## src/design/iclr_pkg.sv

```systemverilog
// Package for the input current limit ramp block.
// Holds the shared codes, widths and channel structs. No dependencies.
package iclr_pkg;

    // Field widths
    localparam int PORT_W    = 4;
    localparam int SUP_W     = 4;
    localparam int LIMIT_W   = 13;
    localparam int TIME_W    = 32;
    localparam int WAIT_W    = 2;
    localparam int STATE_W   = 3;
    localparam int CFG_IDX_W = 1;
    localparam int CFG_DAT_W = 32;

    // Port code for "no port attached"
    localparam logic [PORT_W-1:0] PORT_NONE = 4'd15;

    // Limit arithmetic
    localparam logic [LIMIT_W-1:0] STEP_MA   = 13'd64;
    localparam logic [LIMIT_W-1:0] SETTLE_MA = 13'd128;
    localparam logic [LIMIT_W-1:0] LIMIT_MAX = 13'd8191;

    // Reset value of the recovery window register
    localparam logic [TIME_W-1:0] RECOVER_RESET = 32'd1000000;

    // Transaction types
    localparam logic REQ_PORT_CHANGE = 1'b0;
    localparam logic REQ_STEP        = 1'b1;

    // Configuration register indexes
    localparam logic [CFG_IDX_W-1:0] CFG_BASELINE = 1'd0;
    localparam logic [CFG_IDX_W-1:0] CFG_RECOVER  = 1'd1;

    // Wait codes
    localparam logic [WAIT_W-1:0] WAIT_NONE = 2'd0;
    localparam logic [WAIT_W-1:0] WAIT_1S   = 2'd1;
    localparam logic [WAIT_W-1:0] WAIT_2S   = 2'd2;
    localparam logic [WAIT_W-1:0] WAIT_5S   = 2'd3;

    // Ramp state codes as seen on the result channel
    localparam logic [STATE_W-1:0] RS_DISC    = 3'd0;
    localparam logic [STATE_W-1:0] RS_DETECT  = 3'd1;
    localparam logic [STATE_W-1:0] RS_OCCHECK = 3'd2;
    localparam logic [STATE_W-1:0] RS_RAMP    = 3'd3;
    localparam logic [STATE_W-1:0] RS_STABLE  = 3'd4;

    // One result item
    typedef struct packed {
        logic [LIMIT_W-1:0] limit_ma;
        logic [WAIT_W-1:0]  wait_code;
        logic [STATE_W-1:0] ramp_state;
    } iclr_result_t;

    // Controls and live values from the step machine to the history ring
    typedef struct packed {
        logic               log_en;
        logic               rec_en;
        logic [PORT_W-1:0]  live_port;
        logic [SUP_W-1:0]   live_supplier;
        logic [LIMIT_W-1:0] live_limit;
    } iclr_hist_ctrl_t;

endpackage

```

## src/design/iclr_in_if.sv

```systemverilog
// Request channel of the input current limit ramp block.
// Valid/ready handshake with the request fields. Depends on iclr_pkg.
interface iclr_in_if;
    logic                        valid;
    logic                        ready;
    logic                        req_type;
    logic [iclr_pkg::PORT_W-1:0] port_id;
    logic [iclr_pkg::TIME_W-1:0] now_us;
    logic                        full_charging;
    logic                        vbus_sagging;
    logic [iclr_pkg::SUP_W-1:0]  supplier_now;

    modport source (
        output valid, req_type, port_id, now_us, full_charging, vbus_sagging, supplier_now,
        input  ready
    );
    modport sink (
        input  valid, req_type, port_id, now_us, full_charging, vbus_sagging, supplier_now,
        output ready
    );
endinterface

```

## src/design/iclr_out_if.sv

```systemverilog
// Result channel of the input current limit ramp block.
// Valid/ready handshake with the result fields. Depends on iclr_pkg.
interface iclr_out_if;
    logic                         valid;
    logic                         ready;
    logic [iclr_pkg::LIMIT_W-1:0] limit_ma;
    logic [iclr_pkg::WAIT_W-1:0]  wait_code;
    logic [iclr_pkg::STATE_W-1:0] ramp_state;

    modport source (
        output valid, limit_ma, wait_code, ramp_state,
        input  ready
    );
    modport sink (
        input  valid, limit_ma, wait_code, ramp_state,
        output ready
    );
endinterface

```

## src/design/input_current_limit_ramp.sv

```systemverilog
// Top level of the input current limit ramp block.
// Depends on iclr_pkg, iclr_in_if, iclr_out_if, iclr_history and iclr_step.
//
// Usage:
//   in_ch carries requests: a port change (req_type 0) or a ramp step
//   (req_type 1). A port change logs the previous port into the event
//   ring and returns nothing; a step returns one item on out_ch with the
//   limit to apply, the wait code and the new ramp state.
//   cfg_we/cfg_index/cfg_data write the baseline limit (index 0) and the
//   recovery window in us (index 1); write only while the block is idle.
// Timing:
//   A transaction lands in the input register, passes the step machine
//   and its result is registered in the output register, from which
//   out_ch takes it. One transaction per cycle sustained while out_ch
//   does not stall; the step machine is combinational, so the input
//   register can take a new transaction while it passes its held one.
// Reset:
//   rst_n clears the machine to disconnected, the event ring to no port,
//   and the registers to baseline 0 and recovery window 1000000 us.
// Stall:
//   While out_ch is stalled with a result held, a step in the input
//   register waits and in_ch.ready drops; port changes still pass.
module input_current_limit_ramp #(
    parameter int HISTORY_DEPTH = 3
) (
    input  logic                              clk,
    input  logic                              rst_n,
    iclr_in_if.sink                           in_ch,
    iclr_out_if.source                        out_ch,
    input  logic                              cfg_we,
    input  logic [iclr_pkg::CFG_IDX_W-1:0]    cfg_index,
    input  logic [iclr_pkg::CFG_DAT_W-1:0]    cfg_data
);

    logic [iclr_pkg::LIMIT_W-1:0]  baseline_reg;
    logic [iclr_pkg::TIME_W-1:0]   recover_reg;

    logic                          in_full_reg;
    logic                          req_type_reg;
    logic [iclr_pkg::PORT_W-1:0]   port_id_reg;
    logic [iclr_pkg::TIME_W-1:0]   now_us_reg;
    logic                          full_chg_reg;
    logic                          vbus_sag_reg;
    logic [iclr_pkg::SUP_W-1:0]    sup_reg;

    logic                          out_valid_reg;
    iclr_pkg::iclr_result_t        out_data_reg;

    logic                          out_free;
    logic                          fire;
    logic                          fire_step;
    logic                          all_match;
    logic [iclr_pkg::LIMIT_W-1:0]  newest_limit;
    iclr_pkg::iclr_hist_ctrl_t     hist_ctrl;
    iclr_pkg::iclr_result_t        step_result;

    // Configuration registers
    always_ff @(posedge clk or negedge rst_n)
    begin
        if (!rst_n)
        begin
            baseline_reg <= '0;
            recover_reg  <= iclr_pkg::RECOVER_RESET;
        end
        else if (cfg_we)
        begin
            unique case (cfg_index)
                iclr_pkg::CFG_BASELINE: baseline_reg <= cfg_data[iclr_pkg::LIMIT_W-1:0];
                iclr_pkg::CFG_RECOVER:  recover_reg  <= cfg_data[iclr_pkg::TIME_W-1:0];
            endcase
        end
    end

    // Handshake: a step needs a free output slot, a port change does not
    assign out_free  = !out_valid_reg || out_ch.ready;
    assign fire      = in_full_reg && (req_type_reg == iclr_pkg::REQ_PORT_CHANGE || out_free);
    assign fire_step = fire && (req_type_reg == iclr_pkg::REQ_STEP);
    assign in_ch.ready = !in_full_reg || fire;

    // Input register
    always_ff @(posedge clk or negedge rst_n)
    begin
        if (!rst_n)
        begin
            in_full_reg <= 1'b0;
        end
        else if (in_ch.ready)
        begin
            in_full_reg <= in_ch.valid;
        end
    end

    always_ff @(posedge clk)
    begin
        if (in_ch.ready && in_ch.valid)
        begin
            req_type_reg <= in_ch.req_type;
            port_id_reg  <= in_ch.port_id;
            now_us_reg   <= in_ch.now_us;
            full_chg_reg <= in_ch.full_charging;
            vbus_sag_reg <= in_ch.vbus_sagging;
            sup_reg      <= in_ch.supplier_now;
        end
    end

    iclr_step u_step (
        .clk               (clk),
        .rst_n             (rst_n),
        .fire              (fire),
        .req_type          (req_type_reg),
        .port_id           (port_id_reg),
        .full_charging     (full_chg_reg),
        .vbus_sagging      (vbus_sag_reg),
        .supplier_now      (sup_reg),
        .baseline_limit_ma (baseline_reg),
        .all_match         (all_match),
        .newest_limit      (newest_limit),
        .hist_ctrl         (hist_ctrl),
        .result            (step_result)
    );

    iclr_history #(
        .HISTORY_DEPTH (HISTORY_DEPTH)
    ) u_history (
        .clk            (clk),
        .rst_n          (rst_n),
        .ctrl           (hist_ctrl),
        .now_us         (now_us_reg),
        .supplier_now   (sup_reg),
        .recover_max_us (recover_reg),
        .all_match      (all_match),
        .newest_limit   (newest_limit)
    );

    // Output register
    always_ff @(posedge clk or negedge rst_n)
    begin
        if (!rst_n)
        begin
            out_valid_reg <= 1'b0;
        end
        else if (fire_step)
        begin
            out_valid_reg <= 1'b1;
        end
        else if (out_ch.ready)
        begin
            out_valid_reg <= 1'b0;
        end
    end

    always_ff @(posedge clk)
    begin
        if (fire_step)
        begin
            out_data_reg <= step_result;
        end
    end

    assign out_ch.valid      = out_valid_reg;
    assign out_ch.limit_ma   = out_data_reg.limit_ma;
    assign out_ch.wait_code  = out_data_reg.wait_code;
    assign out_ch.ramp_state = out_data_reg.ramp_state;

    // A held result blocks a pending step
    a_stall_blocks: assert property (@(posedge clk) disable iff (!rst_n)
        (in_full_reg && req_type_reg == iclr_pkg::REQ_STEP && out_valid_reg && !out_ch.ready)
        |-> !in_ch.ready)
        else $error("step processed while output stalled");

    // Port changes never produce a result
    a_pc_no_result: assert property (@(posedge clk) disable iff (!rst_n)
        (fire && req_type_reg == iclr_pkg::REQ_PORT_CHANGE && !(out_valid_reg && !out_ch.ready))
        |=> !out_valid_reg)
        else $error("result from port change");

    // Reported ramp state is a legal code
    a_state_range: assert property (@(posedge clk) disable iff (!rst_n)
        out_valid_reg |-> out_data_reg.ramp_state <= iclr_pkg::RS_STABLE)
        else $error("illegal ramp state");

    // A disconnected result never asks for a timed wait
    a_disc_wait: assert property (@(posedge clk) disable iff (!rst_n)
        (out_valid_reg && out_data_reg.ramp_state == iclr_pkg::RS_DISC)
        |-> out_data_reg.wait_code == iclr_pkg::WAIT_NONE)
        else $error("timed wait while disconnected");

endmodule

```

## src/design/iclr_history.sv

```systemverilog
// Ring of logged possible-overcurrent events and the parallel match check.
// Depends on iclr_pkg for widths, codes and the control struct.
module iclr_history #(
    parameter int HISTORY_DEPTH = 3
) (
    input  logic                          clk,
    input  logic                          rst_n,
    input  iclr_pkg::iclr_hist_ctrl_t     ctrl,
    input  logic [iclr_pkg::TIME_W-1:0]   now_us,
    input  logic [iclr_pkg::SUP_W-1:0]    supplier_now,
    input  logic [iclr_pkg::TIME_W-1:0]   recover_max_us,
    output logic                          all_match,
    output logic [iclr_pkg::LIMIT_W-1:0]  newest_limit
);

    localparam int PTR_W = (HISTORY_DEPTH > 1) ? $clog2(HISTORY_DEPTH) : 1;
    localparam logic [PTR_W-1:0] PTR_LAST = PTR_W'(HISTORY_DEPTH - 1);

    logic [PTR_W-1:0]                ptr_reg;
    logic [PTR_W-1:0]                ptr_inc;
    logic [iclr_pkg::TIME_W-1:0]     time_reg     [HISTORY_DEPTH];
    logic [iclr_pkg::TIME_W-1:0]     recovery_reg [HISTORY_DEPTH];
    logic [iclr_pkg::PORT_W-1:0]     port_reg     [HISTORY_DEPTH];
    logic [iclr_pkg::SUP_W-1:0]      sup_reg      [HISTORY_DEPTH];
    logic [iclr_pkg::LIMIT_W-1:0]    limit_reg    [HISTORY_DEPTH];
    logic [HISTORY_DEPTH-1:0]        entry_ok;

    // Next slot, wrapping at the ring depth
    assign ptr_inc = (ptr_reg >= PTR_LAST) ? '0 : ptr_reg + 1'b1;

    // Ring storage: log on port change, recovery on the first step in detect
    always_ff @(posedge clk or negedge rst_n)
    begin
        if (!rst_n)
        begin
            ptr_reg <= '0;
            for (int i = 0; i < HISTORY_DEPTH; i++)
            begin
                time_reg[i]     <= '0;
                recovery_reg[i] <= '0;
                port_reg[i]     <= iclr_pkg::PORT_NONE;
                sup_reg[i]      <= '0;
                limit_reg[i]    <= '0;
            end
        end
        else
        begin
            if (ctrl.log_en)
            begin
                ptr_reg            <= ptr_inc;
                time_reg[ptr_inc]  <= now_us;
                port_reg[ptr_inc]  <= ctrl.live_port;
                sup_reg[ptr_inc]   <= ctrl.live_supplier;
                limit_reg[ptr_inc] <= ctrl.live_limit;
            end
            if (ctrl.rec_en)
            begin
                recovery_reg[ptr_reg] <= now_us - time_reg[ptr_reg];
            end
        end
    end

    // Every entry must match port and supplier and have recovered quickly
    always_comb
    begin
        for (int i = 0; i < HISTORY_DEPTH; i++)
        begin
            entry_ok[i] = (port_reg[i] == ctrl.live_port) && (sup_reg[i] == supplier_now)
                          && (recovery_reg[i] <= recover_max_us);
        end
    end

    assign all_match    = &entry_ok;
    assign newest_limit = limit_reg[ptr_reg];

    // Pointer stays inside the ring
    a_ptr_range: assert property (@(posedge clk) disable iff (!rst_n)
        ptr_reg <= PTR_LAST)
        else $error("history pointer out of range");

    // Logging and recovery never happen on the same transaction
    a_log_rec_excl: assert property (@(posedge clk) disable iff (!rst_n)
        !(ctrl.log_en && ctrl.rec_en))
        else $error("log and recovery write together");

    // A log advances the pointer by one slot
    a_ptr_step: assert property (@(posedge clk) disable iff (!rst_n)
        ctrl.log_en |=> ptr_reg == $past(ptr_inc))
        else $error("history pointer did not advance");

endmodule

```

## src/design/iclr_step.sv

```systemverilog
// Five-state ramp machine with the live port, supplier and limit.
// Depends on iclr_pkg; drives the history ring through iclr_hist_ctrl_t.
module iclr_step (
    input  logic                          clk,
    input  logic                          rst_n,
    input  logic                          fire,
    input  logic                          req_type,
    input  logic [iclr_pkg::PORT_W-1:0]   port_id,
    input  logic                          full_charging,
    input  logic                          vbus_sagging,
    input  logic [iclr_pkg::SUP_W-1:0]    supplier_now,
    input  logic [iclr_pkg::LIMIT_W-1:0]  baseline_limit_ma,
    input  logic                          all_match,
    input  logic [iclr_pkg::LIMIT_W-1:0]  newest_limit,
    output iclr_pkg::iclr_hist_ctrl_t     hist_ctrl,
    output iclr_pkg::iclr_result_t        result
);

    typedef enum logic [iclr_pkg::STATE_W-1:0] {
        ST_DISC    = iclr_pkg::RS_DISC,
        ST_DETECT  = iclr_pkg::RS_DETECT,
        ST_OCCHECK = iclr_pkg::RS_OCCHECK,
        ST_RAMP    = iclr_pkg::RS_RAMP,
        ST_STABLE  = iclr_pkg::RS_STABLE
    } mode_t;

    mode_t                         mode_reg, mode_next;
    mode_t                         last_mode_reg, last_mode_next;
    logic [iclr_pkg::PORT_W-1:0]   live_port_reg, live_port_next;
    logic [iclr_pkg::SUP_W-1:0]    live_sup_reg, live_sup_next;
    logic [iclr_pkg::LIMIT_W-1:0]  live_limit_reg, live_limit_next;
    logic [iclr_pkg::WAIT_W-1:0]   wait_code;
    logic [iclr_pkg::LIMIT_W:0]    ramp_sum;
    logic                          rec_en;
    logic                          log_en;

    assign ramp_sum = {1'b0, live_limit_reg} + {1'b0, iclr_pkg::STEP_MA};

    // One pass of the machine per transaction
    always_comb
    begin
        mode_next       = mode_reg;
        last_mode_next  = last_mode_reg;
        live_port_next  = live_port_reg;
        live_sup_next   = live_sup_reg;
        live_limit_next = live_limit_reg;
        wait_code       = iclr_pkg::WAIT_NONE;
        rec_en          = 1'b0;
        log_en          = 1'b0;
        if (fire && req_type == iclr_pkg::REQ_PORT_CHANGE)
        begin
            log_en         = (live_port_reg != iclr_pkg::PORT_NONE);
            live_port_next = port_id;
            mode_next      = (port_id == iclr_pkg::PORT_NONE) ? ST_DISC : ST_DETECT;
        end
        else if (fire)
        begin
            last_mode_next = mode_reg;
            unique case (mode_reg)
                ST_DETECT:
                begin
                    rec_en = (last_mode_reg != ST_DETECT);
                    if (full_charging)
                    begin
                        mode_next = ST_OCCHECK;
                        wait_code = iclr_pkg::WAIT_2S;
                    end
                    else
                    begin
                        wait_code = iclr_pkg::WAIT_5S;
                    end
                end
                ST_OCCHECK:
                begin
                    live_sup_next = supplier_now;
                    wait_code     = iclr_pkg::WAIT_1S;
                    if (all_match)
                    begin
                        live_limit_next = (newest_limit >= iclr_pkg::SETTLE_MA) ?
                                          newest_limit - iclr_pkg::SETTLE_MA : '0;
                        mode_next       = ST_STABLE;
                    end
                    else
                    begin
                        live_limit_next = baseline_limit_ma;
                        mode_next       = ST_RAMP;
                    end
                end
                ST_RAMP:
                begin
                    wait_code = iclr_pkg::WAIT_1S;
                    if (vbus_sagging)
                    begin
                        mode_next = ST_STABLE;
                    end
                    else if (ramp_sum > {1'b0, iclr_pkg::LIMIT_MAX})
                    begin
                        live_limit_next = iclr_pkg::LIMIT_MAX;
                    end
                    else
                    begin
                        live_limit_next = ramp_sum[iclr_pkg::LIMIT_W-1:0];
                    end
                end
                ST_DISC, ST_STABLE:
                begin
                    wait_code = iclr_pkg::WAIT_NONE;
                end
            endcase
        end
    end

    // State and live values
    always_ff @(posedge clk or negedge rst_n)
    begin
        if (!rst_n)
        begin
            mode_reg       <= ST_DISC;
            last_mode_reg  <= ST_DISC;
            live_port_reg  <= iclr_pkg::PORT_NONE;
            live_sup_reg   <= '0;
            live_limit_reg <= '0;
        end
        else
        begin
            mode_reg       <= mode_next;
            last_mode_reg  <= last_mode_next;
            live_port_reg  <= live_port_next;
            live_sup_reg   <= live_sup_next;
            live_limit_reg <= live_limit_next;
        end
    end

    // Controls to the history ring
    assign hist_ctrl.log_en        = log_en;
    assign hist_ctrl.rec_en        = rec_en;
    assign hist_ctrl.live_port     = live_port_reg;
    assign hist_ctrl.live_supplier = live_sup_reg;
    assign hist_ctrl.live_limit    = live_limit_reg;

    // Result of a step transaction
    assign result.limit_ma   = (mode_next == ST_RAMP || mode_next == ST_STABLE) ?
                               live_limit_next : baseline_limit_ma;
    assign result.wait_code  = wait_code;
    assign result.ramp_state = mode_next;

endmodule
```

## src/flat_wrapper.sv

```systemverilog
// flat-port wrapper written by rule: the top's interface ports become plain ports
module input_current_limit_ramp_flat 
#(
    parameter int HISTORY_DEPTH = 3
)
  (clk, rst_n, cfg_we, cfg_index, cfg_data, in_ch_valid, in_ch_req_type, in_ch_port_id, in_ch_now_us, in_ch_full_charging, in_ch_vbus_sagging, in_ch_supplier_now, in_ch_ready, out_ch_valid, out_ch_limit_ma, out_ch_wait_code, out_ch_ramp_state, out_ch_ready);
  iclr_in_if in_ch_i ();
  iclr_out_if out_ch_i ();
  input  logic clk;
  input  logic rst_n;
  input  logic cfg_we;
  input  logic [iclr_pkg::CFG_IDX_W-1:0] cfg_index;
  input  logic [iclr_pkg::CFG_DAT_W-1:0] cfg_data;
  input wire logic [$bits(in_ch_i.valid)-1:0] in_ch_valid;
  input wire logic [$bits(in_ch_i.req_type)-1:0] in_ch_req_type;
  input wire logic [$bits(in_ch_i.port_id)-1:0] in_ch_port_id;
  input wire logic [$bits(in_ch_i.now_us)-1:0] in_ch_now_us;
  input wire logic [$bits(in_ch_i.full_charging)-1:0] in_ch_full_charging;
  input wire logic [$bits(in_ch_i.vbus_sagging)-1:0] in_ch_vbus_sagging;
  input wire logic [$bits(in_ch_i.supplier_now)-1:0] in_ch_supplier_now;
  output wire logic [$bits(in_ch_i.ready)-1:0] in_ch_ready;
  output wire logic [$bits(out_ch_i.valid)-1:0] out_ch_valid;
  output wire logic [$bits(out_ch_i.limit_ma)-1:0] out_ch_limit_ma;
  output wire logic [$bits(out_ch_i.wait_code)-1:0] out_ch_wait_code;
  output wire logic [$bits(out_ch_i.ramp_state)-1:0] out_ch_ramp_state;
  input wire logic [$bits(out_ch_i.ready)-1:0] out_ch_ready;
  assign in_ch_i.valid = in_ch_valid;
  assign in_ch_i.req_type = in_ch_req_type;
  assign in_ch_i.port_id = in_ch_port_id;
  assign in_ch_i.now_us = in_ch_now_us;
  assign in_ch_i.full_charging = in_ch_full_charging;
  assign in_ch_i.vbus_sagging = in_ch_vbus_sagging;
  assign in_ch_i.supplier_now = in_ch_supplier_now;
  assign in_ch_ready = in_ch_i.ready;
  assign out_ch_valid = out_ch_i.valid;
  assign out_ch_limit_ma = out_ch_i.limit_ma;
  assign out_ch_wait_code = out_ch_i.wait_code;
  assign out_ch_ramp_state = out_ch_i.ramp_state;
  assign out_ch_i.ready = out_ch_ready;
  input_current_limit_ramp #(.HISTORY_DEPTH(HISTORY_DEPTH)) u_core (.clk(clk), .rst_n(rst_n), .in_ch(in_ch_i), .out_ch(out_ch_i), .cfg_we(cfg_we), .cfg_index(cfg_index), .cfg_data(cfg_data));
endmodule
```

## config.mk

```make
export PLATFORM = sky130hd
export DESIGN_NAME = input_current_limit_ramp_flat
export DESIGN_NICKNAME = d
export VERILOG_FILES = /design/src/design/iclr_pkg.sv /design/src/design/iclr_in_if.sv /design/src/design/iclr_out_if.sv /design/src/design/input_current_limit_ramp.sv /design/src/design/iclr_history.sv /design/src/design/iclr_step.sv /design/src/flat_wrapper.sv
export SDC_FILE = /design/constraint.sdc
export NUM_CORES = 1
export LEC_CHECK = 0
export BUFFER_PORTS_ARGS = -buffer_cell sky130_fd_sc_hd__clkbuf_2
export CAP_MARGIN = 25
export CORE_MARGIN = 4
export CORE_UTILIZATION = 35
export DETAILED_ROUTE_END_ITERATION = 12
export PLACE_DENSITY = 0.62
export SKIP_LAST_GASP = 1
export SYNTH_ARGS = -nofsm -noshare
export SYNTH_HDL_FRONTEND = slang
export SYNTH_HIERARCHICAL = 1
export SYNTH_SLANG_ARGS = --single-unit
```

## constraint.sdc

```tcl
create_clock -name clk -period 3.45 [get_ports clk]
set_clock_uncertainty 0.05 [all_clocks]
set_input_delay 0.5175 -clock clk [delete_from_list [all_inputs] [get_ports clk]]
set_output_delay 0.5175 -clock clk [all_outputs]
set_load 0.01 [all_outputs]
```

After elaboration in Yosys (flattened, before gate mapping)

Index checks and enable logic that the tools add are counted.

Add/subtract/negate cells: 4
Order comparisons: 10
Equality and inequality tests: 15
Muxes and demuxes: 43
Bitwise operators: 6
Reductions and logical operators: 28

Operators with widths:

| kind                    | count |
|---|---|
| $bwmux W96              | 2 |
| $mux W13                | 10 |
| $demux W32 S2           | 2 |
| $mux W32                | 4 |
| $le A32 B32 Y1          | 3 |
| $bmux W32 S2            | 1 |
| $bwmux W39              | 1 |
| $sub A32 B32 Y32        | 1 |
| $bmux W13 S2            | 1 |
| $demux W13 S2           | 1 |
| $pmux W13 S2            | 1 |
| $bwmux W12              | 2 |
| $eq A4 B4 Y1            | 6 |
| $mux W3                 | 5 |
| $add A13 B7 Y14 const B | 1 |
| $gt A14 B13 Y1 const B  | 1 |
| $ge A13 B8 Y1 const B   | 1 |
| $sub A13 B8 Y13 const B | 1 |
| $logic_and A1 B1 Y1     | 12 |
| $eq A3 B2 Y1 const B    | 3 |
| $pmux W3 S3             | 1 |
| $demux W4 S2            | 1 |
| $mux W1                 | 8 |
| $eq A3 B3 Y1 const B    | 2 |
| 20 further kinds        | 35 |

Flip-flop bits (word level): 392
Output and inout bits: 20
Logic and storage cells: 140

Logic depth before layout (Yosys ltp)

Gate-level depths: netlist of run 1.

Depth in word-level cells: 11
Gate-level depth with buffers: 16

Cells and area by module

Netlist of run 1, hierarchy kept.

Modules (own cells, without submodules):

| module                   | instances | cells each | area an instance (µm²) |
|---|---|---|---|
| iclr_history             | 1         | 1457       | 15031.9 |
| input_current_limit_ramp | 1         | 167        | 3623.5 |
| iclr_step                | 1         | 207        | 2048.2 |

Worst setup path before layout of run 1

No wires, ideal clock.

Path type: input -> register
Start: input out_ch_ready
End: register u_core/u_history/limit_reg[13] (netlist name)
Data arrival time: 2.707 ns
Required time: 3.275 ns
Slack: 0.569 ns
Stages on the path: 11
Path buffers: 4
Cells stage by stage: nor2b_1 -> a21boi_0 -> buf_4 -> nand2b_1 -> buf_6 -> a41oi_1 -> buf_4 -> inv_1 -> nor3_1 -> clkbuf_1 -> mux2_2

Longest elaborated chain between the ends: 5

Ends and longest elaborated chain:

| item                           | line                           | RTL |
|---|---|---|
| start: declaration             | flat_wrapper.sv:26             | `input wire logic [$bits(out_ch_i.ready)-1:0] out_ch_ready;` |
| $logic_or A1 B1 Y1             | input_current_limit_ramp.sv:75 | `assign out_free = !out_valid_reg \|\| out_ch.ready;` |
| $logic_or A1 B1 Y1             | input_current_limit_ramp.sv:76 | `assign fire = in_full_reg && (req_type_reg == iclr_pkg::REQ_PORT_CHANGE \|\| out_free);` |
| $logic_and A1 B1 Y1            | input_current_limit_ramp.sv:76 |  |
| named net u_core.fire          | input_current_limit_ramp.sv:50 | `logic fire;` |
| $logic_and A1 B1 Y1            | iclr_step.sv:50                | `if (fire && req_type == iclr_pkg::REQ_PORT_CHANGE)` |
| $mux W1                        | iclr_step.sv:50                |  |
| named net u_core.u_step.log_en | iclr_step.sv:35                | `logic log_en;` |
| end signal: indexed assignment | iclr_history.sv:54             | `limit_reg[ptr_inc] <= ctrl.live_limit;` |
| end: declaration               | iclr_history.sv:25             | `logic [iclr_pkg::LIMIT_W-1:0] limit_reg [HISTORY_DEPTH];` |

The timed path passes the listed nets, and every way through them passes these cells.
A chain may end at the register's enable or synchronous reset.

==> results of run 1 <==
[power by group through the flow]
stage          sequential, uW  clock (uW)  combinational (uW)
3_3_place_gp             7600           0               11100
4_1_cts                  7650        4650               11600
2_1_floorplan            7240           0                7390
5_1_grt                  7880        4830               13400
6_report                 7670        4510               12200
3_5_place_dp             7700           0               11300
[area by class of cell]
type	instances	area, um^2	area share [%]
clock buffers	58	1200	4.77
clock inverters	21	175	0.694
inverters	48	183	0.724
multi-input cells	1298	10500	41.4
flip-flops and latches	392	10100	40.2
well taps	765	957	3.79
repair buffers	284	2110	8.38
[layer usage]
metal | part of all wire (%) | GRT usage (%) | routed length (um)
met4 | 2.1 | 3.87 | 1100
met3 | 3.7 | 2.30 | 1970
met1 | 49 | 24.1 | 25700
met2 | 46 | 25.9 | 24100
met5 | 0 | 0 | 0
[worst min-delay path by stage]
stage / endpoint / startpoint / depth (start not counted)
floorplan: u_core/baseline_reg[0]$_DFFE_PN0P_ / rst_n / 0
global route: u_core/now_us_reg[17]$_DFFE_PP_ / in_ch_now_us[17] / 1
global placement: u_core/u_history/time_reg[64]$_DFFE_PN0P_ / u_core/u_history/time_reg[64]$_DFFE_PN0P_ / 2
finish: u_core/now_us_reg[18]$_DFFE_PP_ / in_ch_now_us[18] / 1
detailed placement: u_core/u_history/time_reg[65]$_DFFE_PN0P_ / u_core/u_history/time_reg[65]$_DFFE_PN0P_ / 2
CTS: u_core/now_us_reg[18]$_DFFE_PP_ / in_ch_now_us[18] / 1
[cell usage in the layout (no fill, tap or decap), types with 12 or more instances in the layout]
cell type and instances:
dfstp_2 23, buf_12 15, nor2_1 81, o31ai_1 15, mux2_4 13, nor3_1 19
mux2i_1 52, a211o_1 14, inv_1 42, o21a_1 14, nand2_1 153, ha_4 12
buf_4 165, dfrtp_1 307, nand3_1 39, o21ai_0 110, edfxtp_1 61, ha_1 117
mux2_2 211, nand4_1 42, a21o_1 54, clkbuf_16 45, o211ai_1 20, clkbuf_2 99
and3_1 13, a21oi_1 91, a31oi_1 13, nand2b_1 17, xor2_1 16
[cells by family (layout without fill, tap and decap cells)]
logic type	count (synthesis)	count (layout)	synth area share (%)
AO/OA/AOI/OAI	412	412	13.1
XOR/XNOR	25	25	1.06
adder cells (fa/ha/maj)	131	131	7.95
buffers and inverters	141	411	2.89
flip-flops	392	392	49.0
multiplexers	278	278	15.0
AND/OR/NAND/NOR	452	452	11.0
[worst max-delay path, cell delays in order, from the launching register on]
cell and delay (ps):
dfstp_2 530, inv_2 60, ha_1 290, nand4_1 150
or2_4 310, o21ai_0 260, a211oi_2 90, o21ai_2 200
nor3_4 90, buf_4 150, nor4bb_1 260, nor3b_1 100
nor3_2 340, mux2i_4 380, clkbuf_16 210, mux2_4 290
[synthesized netlist by cell type (6+ instances only)]
master    instances  share of area (%)
inv_1            48               0.87
nor2_1           82                1.5
dfrtp_1         308                 37
or3_1             7               0.21
o31ai_1          18               0.65
o21ai_0         118                2.9
nand4b_1          6               0.25
nand2_1         155                2.8
xor2_1           16               0.68
buf_6             6               0.33
mux2_2          214                 12
nor2b_1          14               0.42
nand3_1          40               0.97
nand4_1          42                1.3
a21o_1           54                2.0
clkbuf_1         71                1.3
nor4_1            7               0.21
nor3b_1           6               0.22
o211ai_1         20               0.73
dfstp_2          23                2.9
or4_1             6               0.22
a211o_1          14               0.59
edfxtp_1         61                8.8
a21oi_1         101                2.4
o21a_1           14               0.51
ha_1            130                7.9
nor3_1           24               0.58
o311ai_0          6               0.25
buf_2             7               0.17
mux2_4           10               0.73
and2_1            9               0.27
xnor2_1           9               0.38
and3_1           13               0.39
mux2i_1          53                2.6
a31oi_1          14               0.42
nand2b_1         17               0.51
[what timing repair did]
item | 4_1_cts | 5_1_grt
pin swaps | 27 | 17
endpoints found under the setup margin | 14 | 67
gates cloned | 1 | 0
gates resized for setup | 34 | 54
hold endpoints to repair | 63 | 0
hold buffers | 1 | 0
setup buffers | 9 | 21
[through the flow]
step / instances / total power [uW] / util (%)
final: 2866 / 24400 / 43.4
after global routing: 2866 / 26100 / 43.4
after CTS: 2846 / 23900 / 42.6
after detailed placement: 2757 / 19000 / 39.8
after global placement: 2757 / 18700 / 39.8
after floorplan: 1831 / 14600 / -
==> results.cfg, run 1 <==
[run_status]
violations = negative setup slack
status = complete, but fails checks

[detailed_routing]
drt_iter0_drc = 989
antenna_left = 0
wl_per_cell_um = 18.4
first_pass_iters = 5
drt-total-wl_um = 52900
viasPerCell = 5.21
routed-via-count = 14900
drc_errors = 0

[timing]
maxSlewViolCount = 0
slew_headroom_pct = 47.6
max_freq_ghz = 0.250
hold_ws_ps = 59.5
setup_ws_ps = -551
grt_setup_unrepaired = true
fin_setup_tns_ps = -6930
setup-violations-final = 13
tightestPinTransition_ps = 786
period_minus_slack_ps = 4000
fin_crit_sh_pct = 116
hold_violations = 0

[logic_synthesis]
syn_inst = 1831
ys_ff_latch = 392
synth_area_um2 = 20700
avgSynthCellArea_um2 = 11.3
synthFlopType = dfrtp_1
ys_seq_area_share_pct = 49.0
synth_cell_types = 92
synth_edf_count = 61
syn_nets = 2043
postSynth.asyncResetShare_pct = 84.4
yosys_warnings = 6

[floorplanning]
start_util_pct = 35.6
die-area_um2 = 63100
ios = 101
die_w_um = 251
die_h_um = 251
coreArea_um2 = 58100
rows = 88

[final_layout]
fin_area_um2 = 25200
fillers = 5489
syn_to_final_growth_pct = 21.9
layout.nets = 2279
layout-drive-gt1-share_pct = 32.9
antennaDiodeCount = 0

[cts]
worst_skew_pair.late_latency_ps = 590
clock_path_buffers = 3
h-tree-depth = 2
cts_tree = done
cts.clk_slew.worst_paths_ps = 60
cts_root_buf = clkbuf_16
cts_sinks = 392
cts_buffers = 43

[critical_path]
required_ps = 3720
reg2reg_to = u_core/out_ch.limit_ma[6]$_DFFE_PP_
path_class = flip-flop to flip-flop
arrival_ps = 4270
critPathLaunch = u_core/recover_reg[14]$_DFFE_PN1P_
worstPathMaxFanout = 6
ff2ff_path_depth = 15
r2r_slack_ps = -550
crit_path_end_kind = flip-flop
r2r-start = u_core/recover_reg[14]$_DFFE_PN1P_
critPathLaunchType = flip-flop
worstSetupEndpoint = u_core/out_ch.limit_ma[6]$_DFFE_PP_

[pwr]
swShare_pct = 39.5
clock_power_share_pct = 18.5
comb_power_share_pct = 50.0
power_frac_seq_pct = 31.5
intPower_uw = 14700
p_per_area_nw_per_um2 = 966
power_leakage_uw = 0.0114
ir_worst_vdd_v = 0.000468
p_switching_uw = 9620

[placement]
hpwlAfterDp_um = 37800
io_buffers = 100
gp_congestion = 0.883
pre_cts_ws_ps = -424
place_area_um2 = 23100

[global_routing]
grt_usage_pct = 16.5
grt_max_degree = 85
antenna_found_initial = 0
grt_pass1_wl_um = 84500
grt_pass1_vias = 15000
gr-total-overflow = 0

[worst_hold_path]
hold_class = primary input to flip-flop

[flow_run]
maxCapViolCount = 0
(Power assumes the default switching activity.)
==> run 2, diff against run 1 <==
--- a/config.mk
+++ b/config.mk
@@ -6,10 +6,11 @@
 export NUM_CORES = 1
 export LEC_CHECK = 0
+export ABC_AREA = 1
 export BUFFER_PORTS_ARGS = -buffer_cell sky130_fd_sc_hd__clkbuf_2
 export CAP_MARGIN = 25
 export CORE_MARGIN = 4
-export CORE_UTILIZATION = 35
+export CORE_UTILIZATION = 42
 export DETAILED_ROUTE_END_ITERATION = 12
-export PLACE_DENSITY = 0.62
+export PLACE_DENSITY = 0.7
 export SKIP_LAST_GASP = 1
 export SYNTH_ARGS = -nofsm -noshare
==> constraint.sdc (replaced) <==
create_clock -name clk -period 3.45 [get_ports clk]
set_clock_uncertainty 0.05 [all_clocks]
set_input_delay 0.69 -clock clk [delete_from_list [all_inputs] [get_ports clk]]
set_output_delay 0.69 -clock clk [all_outputs]
set_load 0.01 [all_outputs]
==> run 2 against run 1 <==
Against the previous run: the run now ends clean; largest power group unchanged; non-clock buffer count is 134 lower; synthesized cell count grew 37%; sequential share of layout area increased by 2.7 points; largest cell class is now registers; wire length rose by 3.2%.
==> results.cfg, run 2 <==
[run_status]
status = finished clean

[floorplanning]
die_h_um = 229
coreArea_um2 = 48000
rows = 80
start_util_pct = 42.8
die_w_um = 229
die-area_um2 = 52600
ios = 101

[global_routing]
grt_max_degree = 91
grt_pass1_wl_um = 88400
grt_usage_pct = 20.5
antenna_found_initial = 0
gr-total-overflow = 0
grt_pass1_vias = 16600

[flow_run]
maxCapViolCount = 0

[final_layout]
fin_area_um2 = 23600
multiInputGateArea_um2 = 9180
final_common_cell = nand2_1
layout.nets = 2825
antennaDiodeCount = 0
final_cell_mix = nand2_1 (849), dfrtp_1 (308), inv_1 (239)
syn_to_final_growth_pct = 14.9
seq_area_um2 = 10100
fillers = 4546
layout-drive-gt1-share_pct = 11.1

[pwr]
ir_worst_vdd_v = 0.000377
p_per_area_nw_per_um2 = 931
power_leakage_uw = 0.0120
p_switching_uw = 9070
swShare_pct = 41.2
intPower_uw = 12900
clock_power_share_pct = 23.0
comb_power_share_pct = 43.4
power_frac_seq_pct = 33.6

[timing]
fin_setup_tns_ps = 0
slew_headroom_pct = 43.2
grt_setup_unrepaired = false
hold_violations = 0
fin_crit_sh_pct = 93.8
period_minus_slack_ps = 3240
setup-violations-final = 0
max_freq_ghz = 0.309
tightestPinTransition_ps = 849
maxSlewViolCount = 0

[cts]
cts_buffers = 43
worst_skew_pair.late_latency_ps = 560
cts.clk_slew.worst_paths_ps = 60
cts_root_buf = clkbuf_16
hold_buffers = 0
h-tree-depth = 2
clock_path_buffers = 3
cts_tree = done
cts_sinks = 392

[logic_synthesis]
yosys_warnings = 6
synth_edf_count = 61
synth_top_area_share_pct = 37.5
synthFlopType = dfrtp_1
syn_inst = 2503
synth_top_cell_by_area = dfrtp_1
synth_cell_types = 48
syn_nets = 2715
synth_area_um2 = 20600
ys_seq_area_share_pct = 49.3
synth_area_leaders = dfrtp_1 (37%), nand2_1 (16%), edfxtp_1 (8.9%), ha_1 (7.9%), o21ai_0 (5.4%)
ys_ff_latch = 392
postSynth.asyncResetShare_pct = 84.4
yosysMostFrequentCell = nand2_1
ys_top_cells_by_count = nand2_1 (851), dfrtp_1 (308), inv_1 (242)
avgSynthCellArea_um2 = 8.22

[critical_path]
arrival_ps = 3500
path_class = flip-flop to flip-flop
crit_path_end_kind = flip-flop
critPathLaunchType = flip-flop
required_ps = 3710
worstPathMaxFanout = 6

[detailed_routing]
first_pass_iters = 6
drt_iter0_drc = 1407
antenna_left = 0
wl_per_cell_um = 16.7
drt-total-wl_um = 54500
drc_errors = 0
routed-via-count = 17000
viasPerCell = 5.20

[placement]
hpwlAfterDp_um = 39100
place_area_um2 = 21900
io_buffers = 100
gp_congestion = 0.898

[worst_hold_path]
hold_class = primary input to asynchronous set/reset pin
run 2: cells by family (layout without fill, tap and decap cells):
logic type | count (synthesis) | after routing | share of synthesized area (%)
and+or+nand+nor | 1200 | 1201 | 23.8
AOI/OAI and AO/OA | 415 | 415 | 10.9
DFF | 392 | 392 | 49.3
buffers and inverters | 335 | 478 | 6.67
adders and majority gates | 131 | 131 | 8.00
xor gates and xnor gates | 26 | 26 | 1.11
muxes | 4 | 4 | 0.219
run 2: metrics by stage:
| step | power (uW) | setup WS (ps) | hold WS, ps | util (%) | cells |
|---|---|---|---|---|---|
| final | 22000 | 214 | 95.6 | 49.2 | 3262 |
| after global routing | 23800 | 19.5 | 133 | 49.2 | 3262 |
| after CTS | 21900 | 22.4 | 120 | 48.8 | 3258 |
| after detailed placement | 16700 | 35.4 | 407 | 45.5 | 3179 |
| after global placement | 16400 | 48.4 | 405 | 45.5 | 3179 |
| after floorplan | 13600 | 597 | 344 | - | 2503 |
run 2: final cells by class:
class	instances	share of cell area, %
Clock inverter	21	1.41
Inverter	249	3.95
Sequential cell	392	42.9
Multi-Input combinational cell	1777	38.8
Tap cell	615	3.25
Timing Repair Buffer	150	4.44
Clock buffer	58	5.23
run 2: repair_timing:
| item | 4_1_cts | 5_1_grt |
|---|---|---|
| setup endpoints to repair | 0 | 13 |
| setup buffers | 0 | 0 |
| gates resized for setup | 0 | 24 |
run 2: power by group through the flow:
| stage | sequential, uW | clock, uW | combinational, uW |
|---|---|---|---|
| 6_report | 7390 | 5060 | 9560 |
| 5_1_grt | 7560 | 5380 | 10900 |
| 4_1_cts | 7360 | 5190 | 9340 |
| 3_3_place_gp | 7360 | 0 | 9080 |
| 2_1_floorplan | 7060 | 0 | 6550 |
| 3_5_place_dp | 7420 | 0 | 9280 |
run 2: metal layers:
layer	routed length, um	part of all wire (%)	track usage, %
met3	3520	6.4	3.34
met2	23700	43	31.2
met1	26200	48	30.5
met5	0	0	0
met4	1100	2.0	5.61
run 2: worst max-delay path, cell delays in order, from the launching register on:
cell and delay [ps]:
dfstp_2 530, inv_1 110, ha_1 330, a21oi_1 130, o21ai_0 110, nand2_1 70
nand2_1 60, a21oi_2 180, nand2_1 70, nand2_1 60, nand2_1 60, nor2_2 160
buf_4 150, inv_2 50, nand4_1 90, nand4_1 130, a21oi_2 200, nand2_4 120
clkbuf_16 180, nand3_1 70, nand2_1 60
run 2: worst paths after layout:
kind                                                     from                                   endpoint  slack, ps  depth (start not counted)
hold / removal                                          rst_n  u_core/u_step/live_sup_reg[0]$_DFFE_PN0P_        100                          1
max in group asynchronous                               rst_n         u_core/recover_reg[26]$_DFFE_PN0P_       2410                          2
min in group clk                        in_ch_supplier_now[1]                u_core/sup_reg[1]$_DFFE_PP_        260                          1
setup reg to reg           u_core/recover_reg[17]$_DFFE_PN1P_       u_core/out_ch.limit_ma[11]$_DFFE_PP_        210                         20
hold reg to reg            u_core/recover_reg[18]$_DFFE_PN1P_         u_core/recover_reg[18]$_DFFE_PN1P_        420                          2
setup / recovery           u_core/recover_reg[17]$_DFFE_PN1P_       u_core/out_ch.limit_ma[11]$_DFFE_PP_        210                         20
